File: config.mk
export PLATFORM = sky130hd
export DESIGN_NAME = windowed_xyz_mean_with_hold_top
export DESIGN_NICKNAME = d
export VERILOG_FILES = /design/src/rtl/core/wxm_pkg.sv /design/src/rtl/core/wxm_div.sv /design/src/rtl/core/windowed_xyz_mean_with_hold_top.sv
export SDC_FILE = /design/constraint.sdc
export NUM_CORES = 2
export LEC_CHECK = 0
export BUFFER_PORTS_ARGS = -buffer_cell sky130_fd_sc_hd__buf_2
export CORE_ASPECT_RATIO = 2
export CORE_MARGIN = 5
export CORE_UTILIZATION = 55
export DETAILED_ROUTE_END_ITERATION = 10
export PLACE_DENSITY = 0.75
export SYNTH_ARGS = -nofsm -noshare
export SYNTH_HDL_FRONTEND = slang
export SYNTH_HIERARCHICAL = 1
export SYNTH_SLANG_ARGS = --single-unit
File: constraint.sdc
create_clock -name clk -period 12.1 [get_ports clk]
set_input_delay 2.42 -clock clk [delete_from_list [all_inputs] [get_ports clk]]
set_output_delay 2.42 -clock clk [all_outputs]
set_load 0.02 [all_outputs]
File: src/rtl/core/wxm_pkg.sv
// shared types and constants for the windowed xyz mean block
package wxm_pkg;

  localparam int SUM_W  = 48;
  localparam int CNT_W  = 11;
  localparam int ERR_W  = 16;
  localparam int KIND_W = 2;

  localparam logic [KIND_W-1:0] KIND_MEAN = 2'd0;
  localparam logic [KIND_W-1:0] KIND_HELD = 2'd1;
  localparam logic [KIND_W-1:0] KIND_TERR = 2'd2;

  localparam logic [2:0] REG_WINDOW = 3'd0;
  localparam logic [2:0] REG_GAIN   = 3'd1;
  localparam logic [2:0] REG_LAG    = 3'd2;
  localparam logic [2:0] REG_CLIM   = 3'd3;
  localparam logic [2:0] REG_TLIM   = 3'd4;
  localparam logic [2:0] REG_SINGLE = 3'd5;
  localparam logic [2:0] REG_FIRST  = 3'd6;

  typedef enum logic [3:0] {
    ST_IDLE,
    ST_START,
    ST_MUL,
    ST_ADD,
    ST_CHECK,
    ST_DIV_INIT,
    ST_DIV_RUN,
    ST_DIV_DONE,
    ST_OUT
  } state_t;

  // request to the serial divider and its answer
  typedef struct packed {
    logic              start;
    logic [SUM_W-1:0]  dividend;
    logic [CNT_W-1:0]  count;
  } div_req_t;

  typedef struct packed {
    logic              done;
    logic [SUM_W-1:0]  quotient;
  } div_rsp_t;

endpackage

File: src/rtl/core/wxm_div.sv
// serial restoring divider: signed sum over count*256, divided as a magnitude with the sign restored
module wxm_div (
  input  logic             clk,
  input  logic             rst_n,
  input  wxm_pkg::div_req_t req,
  output wxm_pkg::div_rsp_t rsp
);
  import wxm_pkg::*;

  localparam int DEN_W = CNT_W + 8;
  localparam int STEP_W = $clog2(SUM_W + 1);

  logic [SUM_W-1:0]  quo_r, quo_nxt;
  logic [DEN_W:0]    rem_r, rem_nxt;
  logic [DEN_W-1:0]  den_r, den_nxt;
  logic              neg_r, neg_nxt;
  logic [STEP_W-1:0] step_r, step_nxt;
  logic              busy_r, busy_nxt;
  logic              done_r, done_nxt;
  logic [DEN_W:0]    trial;
  logic [SUM_W-1:0]  mag;

  always_comb begin
    quo_nxt = quo_r;
    rem_nxt = rem_r;
    den_nxt = den_r;
    neg_nxt = neg_r;
    step_nxt = step_r;
    busy_nxt = busy_r;
    done_nxt = 1'b0;
    mag = req.dividend[SUM_W-1] ? (~req.dividend + 1'b1) : req.dividend;
    trial = {rem_r[DEN_W-1:0], quo_r[SUM_W-1]};
    if (req.start) begin
      quo_nxt = mag;
      rem_nxt = '0;
      den_nxt = {(req.count > 1 ? req.count : CNT_W'(1)), 8'd0};
      neg_nxt = req.dividend[SUM_W-1];
      step_nxt = STEP_W'(SUM_W);
      busy_nxt = 1'b1;
    end else if (busy_r) begin
      if (trial >= {1'b0, den_r}) begin
        rem_nxt = trial - {1'b0, den_r};
        quo_nxt = {quo_r[SUM_W-2:0], 1'b1};
      end else begin
        rem_nxt = trial;
        quo_nxt = {quo_r[SUM_W-2:0], 1'b0};
      end
      step_nxt = step_r - 1'b1;
      if (step_r == STEP_W'(1)) begin
        busy_nxt = 1'b0;
        done_nxt = 1'b1;
      end
    end
  end

  always_ff @(posedge clk) begin
    if (!rst_n) begin
      busy_r <= 1'b0;
      done_r <= 1'b0;
      step_r <= '0;
    end else begin
      busy_r <= busy_nxt;
      done_r <= done_nxt;
      step_r <= step_nxt;
    end
    quo_r <= quo_nxt;
    rem_r <= rem_nxt;
    den_r <= den_nxt;
    neg_r <= neg_nxt;
  end

  assign rsp.done = done_r;
  assign rsp.quotient = neg_r ? (~quo_r + 1'b1) : quo_r;

  ap_done_after_busy: assert property (@(posedge clk) disable iff (!rst_n)
    rsp.done |-> !busy_r) else $error("divider done while busy");
  ap_busy_step: assert property (@(posedge clk) disable iff (!rst_n)
    busy_r |-> step_r != '0) else $error("divider busy with zero steps");
  ap_rem_bound: assert property (@(posedge clk) disable iff (!rst_n)
    busy_r && !$past(req.start) |-> rem_r < {1'b0, den_r})
    else $error("remainder out of range");
endmodule

File: src/rtl/core/windowed_xyz_mean_with_hold_top.sv
// top level of the windowed xyz mean with hold block
// A request is one accelerometer poll. A poll that does not close its window ends without a
// divide; a closing poll runs the three axis divides through one shared serial divider, each
// with a start, 48 quotient steps, done and store. One shared multiply-add unit handles the
// three axes one after another. The block takes one request at a time; in_stall is high while
// it works and while a result waits on the output. A timing error gives result_kind 2 with
// zero means. Writing first_target_time also loads the running target time.
module windowed_xyz_mean_with_hold_top #(
  parameter int MAX_SAMPLES = 64,
  parameter int SAMPLE_BITS = 24,
  parameter int TIME_BITS   = 48
) (
  input  logic                   clk,
  input  logic                   rst_n,
  input  logic                   cfg_we,
  input  logic [2:0]             cfg_index,
  input  logic [47:0]            cfg_data,
  input  logic                   in_valid,
  output logic                   in_stall,
  input  logic                   in_read_ok,
  input  logic signed [SAMPLE_BITS-1:0] in_accel_x,
  input  logic signed [SAMPLE_BITS-1:0] in_accel_y,
  input  logic signed [SAMPLE_BITS-1:0] in_accel_z,
  input  logic [TIME_BITS-1:0]   in_now_time,
  output logic                   out_valid,
  input  logic                   out_stall,
  output logic signed [SAMPLE_BITS-1:0] out_mean_x,
  output logic signed [SAMPLE_BITS-1:0] out_mean_y,
  output logic signed [SAMPLE_BITS-1:0] out_mean_z,
  output logic [TIME_BITS-1:0]   out_stamp_time,
  output logic [wxm_pkg::CNT_W-1:0]  out_sample_count,
  output logic [wxm_pkg::KIND_W-1:0] out_result_kind
);
  import wxm_pkg::*;

  localparam logic signed [SUM_W-1:0] SUM_MAX = {1'b0, {(SUM_W-1){1'b1}}};
  localparam logic signed [SUM_W-1:0] SUM_MIN = {1'b1, {(SUM_W-1){1'b0}}};
  localparam logic signed [SUM_W-1:0] SMP_MAX = SUM_W'((64'sd1 <<< (SAMPLE_BITS-1)) - 1);
  localparam logic signed [SUM_W-1:0] SMP_MIN = -SMP_MAX - 1;

  // configuration
  logic [31:0]          window_r;
  logic [15:0]          gain_r;
  logic [31:0]          lag_r;
  logic [ERR_W-1:0]     clim_r, tlim_r;
  logic                 single_r;

  // state
  state_t               st_r, st_nxt;
  logic signed [SUM_W-1:0] sum_r [3];
  logic signed [SAMPLE_BITS-1:0] held_r [3];
  logic [CNT_W-1:0]     cnt_r;
  logic [TIME_BITS-1:0] held_time_r, target_r;
  logic [ERR_W:0]       cerr_r, terr_r;
  logic                 open_r;

  // captured request
  logic                 ok_r;
  logic signed [SAMPLE_BITS-1:0] smp_r [3];
  logic [TIME_BITS-1:0] now_r;
  logic [1:0]           ax_r;
  logic signed [SUM_W-1:0] prod_r;
  logic                 take_r;

  // result
  logic                 ov_r;
  logic signed [SAMPLE_BITS-1:0] om_r [3];
  logic [TIME_BITS-1:0] ostamp_r;
  logic [CNT_W-1:0]     ocnt_r;
  logic [KIND_W-1:0]    okind_r;

  div_req_t dreq;
  div_rsp_t drsp;

  wxm_div u_div (.clk(clk), .rst_n(rst_n), .req(dreq), .rsp(drsp));

  logic                 in_acc;
  logic signed [SUM_W:0] sum_ext;
  logic signed [SUM_W-1:0] sat_sum, q;
  logic signed [SAMPLE_BITS-1:0] qsat;
  logic                 ahead;
  logic [TIME_BITS-1:0] gap, stamp;
  logic [ERR_W:0]       cerr_inc, terr_inc;
  logic                 c_over, t_over;
  logic                 bump_terr, win_stay, lag_terr;

  assign in_acc   = in_valid && !in_stall;
  assign in_stall = (st_r != ST_IDLE) || ov_r;

  assign cerr_inc = cerr_r + 1'b1;
  assign terr_inc = terr_r + 1'b1;
  assign c_over   = cerr_inc > {1'b0, clim_r};
  assign t_over   = terr_inc > {1'b0, tlim_r};
  assign bump_terr = c_over || t_over;

  assign ahead = target_r > now_r;
  assign gap   = ahead ? target_r - now_r : now_r - target_r;
  assign stamp = (now_r < held_time_r) ? held_time_r + TIME_BITS'(window_r) : now_r;
  assign win_stay = ahead && gap < TIME_BITS'(lag_r) && now_r > held_time_r;
  assign lag_terr = gap > TIME_BITS'(lag_r);

  assign sum_ext = {sum_r[ax_r][SUM_W-1], sum_r[ax_r]} + {prod_r[SUM_W-1], prod_r};
  always_comb begin
    if (sum_ext > $signed({SUM_MAX[SUM_W-1], SUM_MAX})) sat_sum = SUM_MAX;
    else if (sum_ext < $signed({SUM_MIN[SUM_W-1], SUM_MIN})) sat_sum = SUM_MIN;
    else sat_sum = sum_ext[SUM_W-1:0];
    q = drsp.quotient;
    if (q > SMP_MAX) qsat = SAMPLE_BITS'(SMP_MAX);
    else if (q < SMP_MIN) qsat = SAMPLE_BITS'(SMP_MIN);
    else qsat = q[SAMPLE_BITS-1:0];
  end

  always_comb begin
    st_nxt = st_r;
    dreq.start = 1'b0;
    dreq.dividend = sum_r[ax_r];
    dreq.count = cnt_r;
    case (st_r)
      ST_IDLE:     if (in_acc) st_nxt = ST_START;
      ST_START:    st_nxt = (!open_r && held_time_r > target_r) ? ST_IDLE : ST_MUL;
      ST_MUL:      st_nxt = ST_ADD;
      ST_ADD:      st_nxt = (ax_r == 2'd2) ? ST_CHECK : ST_MUL;
      ST_CHECK:    st_nxt = (!(take_r && !ok_r && bump_terr) && !win_stay && !lag_terr)
                            ? ST_DIV_INIT : ST_IDLE;
      ST_DIV_INIT: begin
        dreq.start = 1'b1;
        st_nxt = ST_DIV_RUN;
      end
      ST_DIV_RUN:  if (drsp.done) st_nxt = ST_DIV_DONE;
      ST_DIV_DONE: st_nxt = (ax_r == 2'd2) ? ST_OUT : ST_DIV_INIT;
      ST_OUT:      st_nxt = ST_IDLE;
      default:     st_nxt = ST_IDLE;
    endcase
  end

  always_ff @(posedge clk) begin
    if (!rst_n) begin
      st_r <= ST_IDLE;
      window_r <= 32'd20000;
      gain_r <= 16'd256;
      lag_r <= 32'd500000;
      clim_r <= 16'd25;
      tlim_r <= 16'd1000;
      single_r <= 1'b0;
      target_r <= '0;
      held_time_r <= '0;
      cnt_r <= '0;
      cerr_r <= '0;
      terr_r <= '0;
      open_r <= 1'b0;
      ov_r <= 1'b0;
      for (int i = 0; i < 3; i++) begin
        sum_r[i] <= '0;
        held_r[i] <= '0;
      end
    end else begin
      st_r <= st_nxt;
      if (ov_r && !out_stall) ov_r <= 1'b0;
      if (cfg_we) begin
        case (cfg_index)
          REG_WINDOW: window_r <= cfg_data[31:0];
          REG_GAIN:   gain_r <= cfg_data[15:0];
          REG_LAG:    lag_r <= cfg_data[31:0];
          REG_CLIM:   clim_r <= cfg_data[15:0];
          REG_TLIM:   tlim_r <= cfg_data[15:0];
          REG_SINGLE: single_r <= cfg_data[0];
          REG_FIRST:  target_r <= TIME_BITS'(cfg_data);
          default:    ;
        endcase
      end
      case (st_r)
        ST_IDLE: if (in_acc) begin
          ok_r <= in_read_ok;
          smp_r[0] <= in_accel_x;
          smp_r[1] <= in_accel_y;
          smp_r[2] <= in_accel_z;
          now_r <= in_now_time;
        end
        ST_START: begin
          ax_r <= 2'd0;
          if (!open_r) begin
            for (int i = 0; i < 3; i++) sum_r[i] <= '0;
            cnt_r <= '0;
            if (held_time_r > target_r) begin
              held_time_r <= now_r;
              if (bump_terr) begin
                cerr_r <= '0;
                terr_r <= '0;
                target_r <= now_r + TIME_BITS'(window_r);
                om_r[0] <= '0; om_r[1] <= '0; om_r[2] <= '0;
                ostamp_r <= now_r;
                ocnt_r <= '0;
                okind_r <= KIND_TERR;
              end else begin
                cerr_r <= cerr_inc;
                terr_r <= terr_inc;
                target_r <= target_r + TIME_BITS'(window_r);
                om_r <= held_r;
                ostamp_r <= target_r;
                ocnt_r <= '0;
                okind_r <= KIND_HELD;
              end
              ov_r <= 1'b1;
            end else begin
              open_r <= 1'b1;
              take_r <= 1'b1;
            end
          end else begin
            take_r <= single_r ? (cnt_r == '0) : (cnt_r < CNT_W'(MAX_SAMPLES));
          end
        end
        ST_MUL: begin
          if (!open_r && take_r) take_r <= 1'b1;
          if (take_r && !single_r && cnt_r >= CNT_W'(MAX_SAMPLES)) take_r <= 1'b0;
          if (take_r && single_r && cnt_r != '0) take_r <= 1'b0;
          // shared multiplier, one axis per pass
          prod_r <= ok_r ? SUM_W'($signed(smp_r[ax_r]) * $signed({1'b0, gain_r}))
                         : SUM_W'($signed(held_r[ax_r]) * 17'sd256);
        end
        ST_ADD: begin
          if (take_r) sum_r[ax_r] <= sat_sum;
          if (ax_r != 2'd2) ax_r <= ax_r + 1'b1;
        end
        ST_CHECK: begin
          ax_r <= 2'd0;
          if (take_r && !ok_r && bump_terr) begin
            cerr_r <= '0; terr_r <= '0;
            target_r <= now_r + TIME_BITS'(window_r);
            open_r <= 1'b0;
            om_r[0] <= '0; om_r[1] <= '0; om_r[2] <= '0;
            ostamp_r <= now_r;
            ocnt_r <= cnt_r;
            okind_r <= KIND_TERR;
            ov_r <= 1'b1;
          end else if (!win_stay && lag_terr) begin
            cerr_r <= '0; terr_r <= '0;
            target_r <= now_r + TIME_BITS'(window_r);
            open_r <= 1'b0;
            om_r[0] <= '0; om_r[1] <= '0; om_r[2] <= '0;
            ostamp_r <= now_r;
            ocnt_r <= take_r ? cnt_r + 1'b1 : cnt_r;
            okind_r <= KIND_TERR;
            ov_r <= 1'b1;
          end else if (take_r) begin
            cnt_r <= cnt_r + 1'b1;
            if (!ok_r) begin
              cerr_r <= cerr_inc;
              terr_r <= terr_inc;
            end
          end
        end
        ST_DIV_DONE: begin
          om_r[ax_r] <= qsat;
          held_r[ax_r] <= qsat;
          ax_r <= ax_r + 1'b1;
        end
        ST_OUT: begin
          held_time_r <= stamp;
          ostamp_r <= stamp;
          ocnt_r <= cnt_r;
          okind_r <= KIND_MEAN;
          cerr_r <= '0;
          target_r <= target_r + TIME_BITS'(window_r);
          open_r <= 1'b0;
          ov_r <= 1'b1;
        end
        default: ;
      endcase
    end
  end

  assign out_valid = ov_r;
  assign out_mean_x = om_r[0];
  assign out_mean_y = om_r[1];
  assign out_mean_z = om_r[2];
  assign out_stamp_time = ostamp_r;
  assign out_sample_count = ocnt_r;
  assign out_result_kind = okind_r;

  ap_stall_busy: assert property (@(posedge clk) disable iff (!rst_n)
    st_r != ST_IDLE |-> in_stall) else $error("request taken while busy");
  ap_cnt_bound: assert property (@(posedge clk) disable iff (!rst_n)
    cnt_r <= CNT_W'(MAX_SAMPLES)) else $error("count past limit");
  ap_kind: assert property (@(posedge clk) disable iff (!rst_n)
    out_valid |-> (okind_r == KIND_MEAN || okind_r == KIND_HELD || okind_r == KIND_TERR))
    else $error("bad result kind");
endmodule

# After elaboration in Yosys (flattened, before gate mapping)
# Memory sizes are Yosys's and may differ from the RTL's. A register that Yosys moved wholly into a read port is not among the register bits.
# Cells that the tools add are included.
dict set report classes {
  addsub 14
  mul 1
  n_lt_le_gt_ge 18
  n_eq_ne 29
  muxes 130
  n_bitwise 8
  n_reduce_logical 60
}
# cell count
set op_table {}
lappend op_table {{2-to-1 mux 48 bit} 27}
lappend op_table {{2-to-1 mux 72 bit} 5}
lappend op_table {{one-hot mux 48 bit (3 select lines)} 2}
lappend op_table {{2-to-1 mux 17 bit} 14}
lappend op_table {{one-hot mux 72 bit (3 select lines)} 1}
lappend op_table {{adder 48 x 32 -> 48 bit} 3}
lappend op_table {{bitwise mux 72 bit} 2}
lappend op_table {{> comparator 48 bit} 3}
lappend op_table {{2-to-1 mux 24 bit} 5}
lappend op_table {{adder 48 x 1 -> 48 bit, second input constant} 2}
lappend op_table {{inverter 48 bit} 2}
lappend op_table {{one-hot mux 48 bit (2 select lines)} 1}
lappend op_table {{subtractor 48 bit} 2}
lappend op_table {{2-to-1 mux 11 bit} 8}
lappend op_table {{one-hot mux 17 bit (3 select lines)} 1}
lappend op_table {{adder 48 x 48 -> 49 bit} 1}
lappend op_table {{> comparator 49 x 48 -> 1 bit, second input constant} 1}
lappend op_table {{< comparator 49 x 48 -> 1 bit, second input constant} 1}
lappend op_table {{binary-select mux 24 bit (select 2 bit)} 1}
lappend op_table {{demux 24 bit (select 2 bit)} 1}
lappend op_table {{> comparator 48 x 24 -> 1 bit, second input constant} 1}
lappend op_table {{> comparator 48 x 32 -> 1 bit} 1}
lappend op_table {{< comparator 48 x 24 -> 1 bit, second input constant} 1}
lappend op_table {{< comparator 48 x 32 -> 1 bit} 1}
lappend op_table {{60 further kinds} 173}
dict set report word_totals {
  regBits 652
  mem_bits_rw 216
  in_bits 177
  output_inout_bits 135
  elab_cells 299
  n_memories 2
}
# memory words width read_ports rd_clocked_by_memory_dff write_ports line
set mem_list {}
lappend mem_list {sum_r 3 48 1 1 3 windowed_xyz_mean_with_hold_top.sv:50} ;# logic signed [SUM_W-1:0] sum_r [3];
lappend mem_list {smp_r 3 24 1 1 3 windowed_xyz_mean_with_hold_top.sv:59} ;# logic signed [SAMPLE_BITS-1:0] smp_r [3];

# Logic depth before layout (Yosys ltp)
dict set report logic_depth {
  word_depth 10
  mapped_depth 36
  ltp_nobuf 32
}

# Hierarchy
# The synthesis kept the hierarchy.
# module instances cells_per_inst area_each_um2 seq_area_each_um2
set modules_own_cells {}
lappend modules_own_cells {windowed_xyz_mean_with_hold_top 1 7367 65987.0 21400.5}
lappend modules_own_cells {wxm_div 1 737 6447.4 2342.2}

# Worst setup path after synthesis
# Ideal clock, no wire load.
dict set report synth_timing {
  path_kind {register to register}
  from {register now_r[17]}
  to {register om_r (netlist bit out_mean_x[0]), enable pin}
  setup_time_ns 0.632
  t_arrival_ns 11.308
  required_time_ns 11.468
  path_slack_ns 0.160
  stages_incl_launch_ff 29
  n_path_buf 2
  synth_period_minus_slack_ns 11.940
  cell_sequence {edfxtp_1 -> ha_1 -> buf_4 -> a21oi_1 -> o21ai_1 -> a21o_1 -> a2111oi_4 -> o21ai_2 -> o21a_2 -> nor2_2 -> clkbuf_1 -> mux2i_1 -> nor2_1 -> nor3_1 -> o31ai_1 -> a221oi_1 -> o221ai_1 -> xnor2_1 -> ha_1 -> nand4_1 -> nor3_1 -> nand3_1 -> or3_1 -> a2111oi_0 -> or4_1 -> a22oi_1 -> nand4_2 -> nor4_4 -> a311oi_1}
}
dict set report synth_via {
  elab_chain_cells 9
  elab_cells_between_ends 13
  cone_classes {2 x add/sub; 4 x order compare; 1 x eq/ne; 1 x mux; 5 x reduce/logical}
}
# item line
set synth_lines {}
lappend synth_lines {{start, declared} windowed_xyz_mean_with_hold_top.sv:60} ;# logic [TIME_BITS-1:0] now_r;
lappend synth_lines {{start signal, assigned} windowed_xyz_mean_with_hold_top.sv:177} ;# now_r <= in_now_time;
lappend synth_lines {{subtractor 48 bit or > comparator 48 bit (tied branches)} {windowed_xyz_mean_with_hold_top.sv:97, windowed_xyz_mean_with_hold_top.sv:96}}
lappend synth_lines {{2-to-1 mux 48 bit} windowed_xyz_mean_with_hold_top.sv:97} ;# assign gap = ahead ? target_r - now_r : now_r - target_r;
lappend synth_lines {{< comparator 48 x 32 -> 1 bit} windowed_xyz_mean_with_hold_top.sv:99} ;# assign win_stay = ahead && gap < TIME_BITS'(lag_r) && now_r > held_time_r;
lappend synth_lines {{logical AND 1 bit (2 in series)} windowed_xyz_mean_with_hold_top.sv:99}
lappend synth_lines {{logical NOT 1 bit} windowed_xyz_mean_with_hold_top.sv:235} ;# end else if (!win_stay && lag_terr) begin
lappend synth_lines {{logical AND 1 bit (*)} windowed_xyz_mean_with_hold_top.sv:235}
lappend synth_lines {{inequality test 3 bit (no source line) (*)} -}
lappend synth_lines {{AND reduction 5 bit (no source line) (*)} -}
lappend synth_lines {{end signal, assigned} windowed_xyz_mean_with_hold_top.sv:198} ;# om_r <= held_r;
lappend synth_lines {{end signal, assigned by index} windowed_xyz_mean_with_hold_top.sv:253} ;# om_r[ax_r] <= qsat;
lappend synth_lines {{end, declared} windowed_xyz_mean_with_hold_top.sv:67} ;# logic signed [SAMPLE_BITS-1:0] om_r [3];
# Mark *: on every way between the ends. The rest lies on a longest branch, timed or not.
# A chain may end at the register's enable or synchronous reset.

# Final worst setup path
dict set report layout_timing {
  from {register now_r[21]}
  to {register cerr_r[0]}
}
dict set report layout_via {
  elab_chain_cells 10
  elab_cells_between_ends 17
  cone_classes {2 x add/sub; 4 x order compare; 2 x eq/ne; 4 x mux; 5 x reduce/logical}
}
# item line
set layout_lines {}
lappend layout_lines {{subtractor 48 bit or > comparator 48 bit (tied branches)} {windowed_xyz_mean_with_hold_top.sv:97, windowed_xyz_mean_with_hold_top.sv:96}}
lappend layout_lines {{2-to-1 mux 48 bit} windowed_xyz_mean_with_hold_top.sv:97}
lappend layout_lines {{< comparator 48 x 32 -> 1 bit} windowed_xyz_mean_with_hold_top.sv:99}
lappend layout_lines {{logical AND 1 bit (2 in series)} windowed_xyz_mean_with_hold_top.sv:99}
lappend layout_lines {{logical NOT 1 bit} windowed_xyz_mean_with_hold_top.sv:235}
lappend layout_lines {{logical AND 1 bit (*)} windowed_xyz_mean_with_hold_top.sv:235}
lappend layout_lines {{2-to-1 mux 17 bit} windowed_xyz_mean_with_hold_top.sv:235}
lappend layout_lines {{2-to-1 mux 17 bit} windowed_xyz_mean_with_hold_top.sv:226} ;# if (take_r && !ok_r && bump_terr) begin
lappend layout_lines {{one-hot mux 17 bit (3 select lines)} windowed_xyz_mean_with_hold_top.sv:171} ;# case (st_r)
lappend layout_lines {{end signal, assigned} windowed_xyz_mean_with_hold_top.sv:195} ;# cerr_r <= cerr_inc;
lappend layout_lines {{end signal, assigned} windowed_xyz_mean_with_hold_top.sv:247} ;# cerr_r <= cerr_inc;
lappend layout_lines {{end, declared} windowed_xyz_mean_with_hold_top.sv:54} ;# logic [ERR_W:0] cerr_r, terr_r;
# Marks and branches as above.

==> results.md <==
* Mapped Nets at 9188
* Max-slew violation count at 0
* Yosys reg bits at 911
* Post-route ant nets at 0
* Die H at 523 um
* Final GP Congestion at 1.00
* Clock latency at the later pin of the worst-skew pair at 0.73 ns
* Switching share of power at 44.2%
* Worst Hold End: clim_r[11]$_SDFFE_PN0P_
* Clock root buffer master: clkbuf_16
* Core area at between 100000 and 150000 um2
* Tcrit/Tclk final at around 80%
* Crit path top cell by count: nor3_1
* Critical path startpoint category: register
* GRT Total Usage at 33.7%
* Area Overhead vs Synth at 8.29%
* Yosys Warn Count at 6
* Final wirelength at 242000 um
* Syn_area_per_cell at 8.94 um2
* Nets at 9270
* Iteration-0 DRC Markers at between 4000 and 5000
* TNS Setup at 0 ns
* Tightest Hold Check Type: reg2reg
* Relative slew slack at 6.63%
* Int Pwr at 7560 uW
* Reg-to-Reg End: cerr_r[0]$_SDFFE_PN0P_
* Starting Density at 55.3%
* Post-cts resize count at 0
* Most common cell in the netlist: nand2_1
* Synth area leader: edfxtp_1
* I/O Pins at 312
* First-pass GRT wire length at roughly 370000 um
* Slowest stage cell, crit path: o21bai_4
* Setup crit end kind: register
* CTS Buffer Depth at 3
* Sequential power share at 30.8%
* Status: finished, final reports clean
* Worst r2r src: now_r[21]$_DFFE_PP_
* Crit path max fanout at 35
* Clk_skew at 0.0319 ns
* Cell Count Post-Placement at 9810
* H-tree depth at 3
* Ys flop type: edfxtp_1
* Pwr dens at 173 nW/um2
* Initial antenna violation count at 12
* Compound-Gate Fraction of Synth Area at 18.0%
* WHS Path Cells at 2
* Clock network power share at 21.2%
* Vias in the first global route at roughly 64000
* PortBufs at 311
* Row count at 188
* Share of power burned in combinational logic at 48.1%
* Fraction of registers with async set/reset at 0%
* Yosys top cell area share at between 20% and 30%
* Hold_ws at 0.456 ns
* Setup slack, reg-to-reg at approximately 2.5 ns
* Synthesized area at 72400 um2
* XOR/XNOR share of the synthesized area at about 4.3%
* WP data arrival at 10.17 ns
* Remaining global-route overflow at 0
* Critical path's top delay family: simple AND/OR/NAND/NOR gates
* Peak Freq at 0.105 GHz
* Detailed Routing Iterations Pass 1 at 8
* Detailed Place HPWL at 184000 um
* RSZ-0062 raised after global routing: false
* Most frequent cells after synthesis: nand2_1 (967), inv_1 (825), a21oi_1 (670)
* Main area contributors after synthesis: edfxtp_1 (23%), fa_1 (11%), dfxtp_1 (10%)
* Post-CTS setup buffers at 0
* Synth cell types at ~100
* Required @ worst endpoint at 12.71 ns
* Count of final setup violators at 0
* Peak VDD IR at around 0.14 mV
* Worst Max-Slew Pin Slew at 1.39 ns
* Synth Area in Adders at 19.7%
* Post-synthesis mux area share at 3.07%
* Post-synth EDFFs at between 500 and 600
* Vias post-DR at 62600
* Fillers at 11300
* Minimum clock period after layout at ~9.6 ns
* Cells after Synth at 8104
* Seq/Total Area, Yosys at between 30% and 40%
* Worst R2R Path Depth at 28
* Lkg Pwr at 0.0329 uW
* Sw Pwr at 5980 uW
* Routed vias/inst at between 6 and 7
* Die span in x at approximately 270 um
* Average wire per cell in the routed design at 24.3 um
* CP max stage delay at 0.82 ns
* TritonCTS Buffers at between 80 and 90
* Clock transition at path regs at 0.07 ns
* Hold buffers post-CTS at 0
* Largest net degree at the start of global routing at 95
* Die area at around 140000 um2
* MaxCap Viol Count at 0
* DRC Markers at 0
* CTS tree: done
* Critical path type: reg2reg
* Main combinational cell family by area after synthesis: adder cells
* HP Start: clim_r[11]$_SDFFE_PN0P_
* Synth Area in Simple Gates at roughly 15%
* Clock Sinks at between 900 and 1000
* Layout cells sized above 1 at 9.12%
* Crit path buf inv count at 3
* Final hold viol count at 0
* Final cell count without fillers at 9975
layout by cell type (no fill, tap or decap), drive strengths merged, types with 137 or more instances in the layout:
cell    synthesis  layout
nor2          587     587
buf            75     425
o21ai         492     492
edfxtp        550     550
xnor2         227     227
a21o          188     188
ha            523     523
nand3         142     142
inv           827     832
fa            384     384
and2          137     137
a21oi         673     673
nand2         968     968
dfxtp         361     361
kinds of logic (layout without fill, tap and decap cells):
logic type               count (synthesis)  after routing
AND/OR/NAND/NOR                       2423           2423
AO/OA/AOI/OAI                         2087           2087
buffers and inverters                 1258           1412
flip-flops                             911            911
adder cells (fa/ha/maj)                910            910
XOR/XNOR                               356            356
multiplexers                           159            159
other                                    0              7
per-stage QoR:
| step | total power, uW | setup slack (ns) | util, % | cell area [um2] |
|---|---|---|---|---|
| global placement | 10400 | 2.95 | 57.6 | 75500 |
| floorplan | 8540 | 0.160 | - | 72400 |
| CTS | 13500 | 2.70 | 59.9 | 78400 |
| finish | 13500 | 2.54 | 59.9 | 78400 |
| global route | 14300 | 1.98 | 59.9 | 78400 |
| detailed placement | 10600 | 2.74 | 57.6 | 75500 |
cell type report:
cell class              instances  area (um2)  area share, %
diodes                          7        17.5         0.0223
clock inverters                54         624          0.796
multi-input cells            5935       44100           56.2
well taps                    1710        2140           2.73
flip-flops and latches        911       23800           30.3
clock buffers                 104        2280           2.91
repair buffers                425        2410           3.08
inverters                     829        3120           3.97
state kept, by name, indices dropped and copies added (netlist names), 16 cells and up, named ones only:
signal and cells:
cerr_r 17, clim_r 16, gain_r 16, held_r 72
held_time_r 48, lag_r 32, now_r 48, out_mean_x 24
out_mean_y 24, out_mean_z 24, out_stamp_time 48, prod_r 41
smp_r 72, sum_r 192, target_r 48, terr_r 17
tlim_r 16, u_div/quo_r 48, u_div/rem_r 19, window_r 32
worst reg2reg max path: cells and delay by family (launching register included):
family / cells / cell delay (ns)
and+or+nand+nor: 15 / 4.45
AOI/OAI and AO/OA: 6 / 2.36
adders and majority gates: 2 / 0.84
buffers and inverters: 3 / 0.82
DFF: 1 / 0.55
muxes: 1 / 0.26
xor gates and xnor gates: 1 / 0.16
routing by layer:
metal / GRT usage, % / up-vias / part of all wire (%)
met1: 35.0 / 30000 / 33
met3: 5.21 / 1127 / 6.7
met2: 60.6 / 3031 / 51
met4: 25.2 / 6 / 9.3
met5: 0 / - / 0.017
li1: - / 28400 / -
how the worst max path moves through the flow:
stage,startpoint,endpoint,depth (start not counted),slack (ns)
after floorplan,now_r[17]$_DFFE_PP_,out_mean_x[0]$_DFFE_PP_,28,0.16
after global placement,now_r[27]$_DFFE_PP_,cerr_r[0]$_SDFFE_PN0P_,28,2.95
after detailed placement,now_r[27]$_DFFE_PP_,cerr_r[0]$_SDFFE_PN0P_,28,2.74
after CTS,now_r[27]$_DFFE_PP_,cerr_r[0]$_SDFFE_PN0P_,28,2.70
after global routing,now_r[23]$_DFFE_PP_,cerr_r[0]$_SDFFE_PN0P_,28,1.98
final,now_r[21]$_DFFE_PP_,cerr_r[0]$_SDFFE_PN0P_,28,2.54
power groups by stage:
stage,sequential (uW),combinational [uW],clock [uW]
final,4170,6510,2860
after global routing,4200,7060,3000
after CTS,4160,6410,2890
after detailed placement,4230,6360,0
after global placement,4210,6240,0
after floorplan,4210,4330,0
No activity file was read; power rests on OpenSTA's default activity.
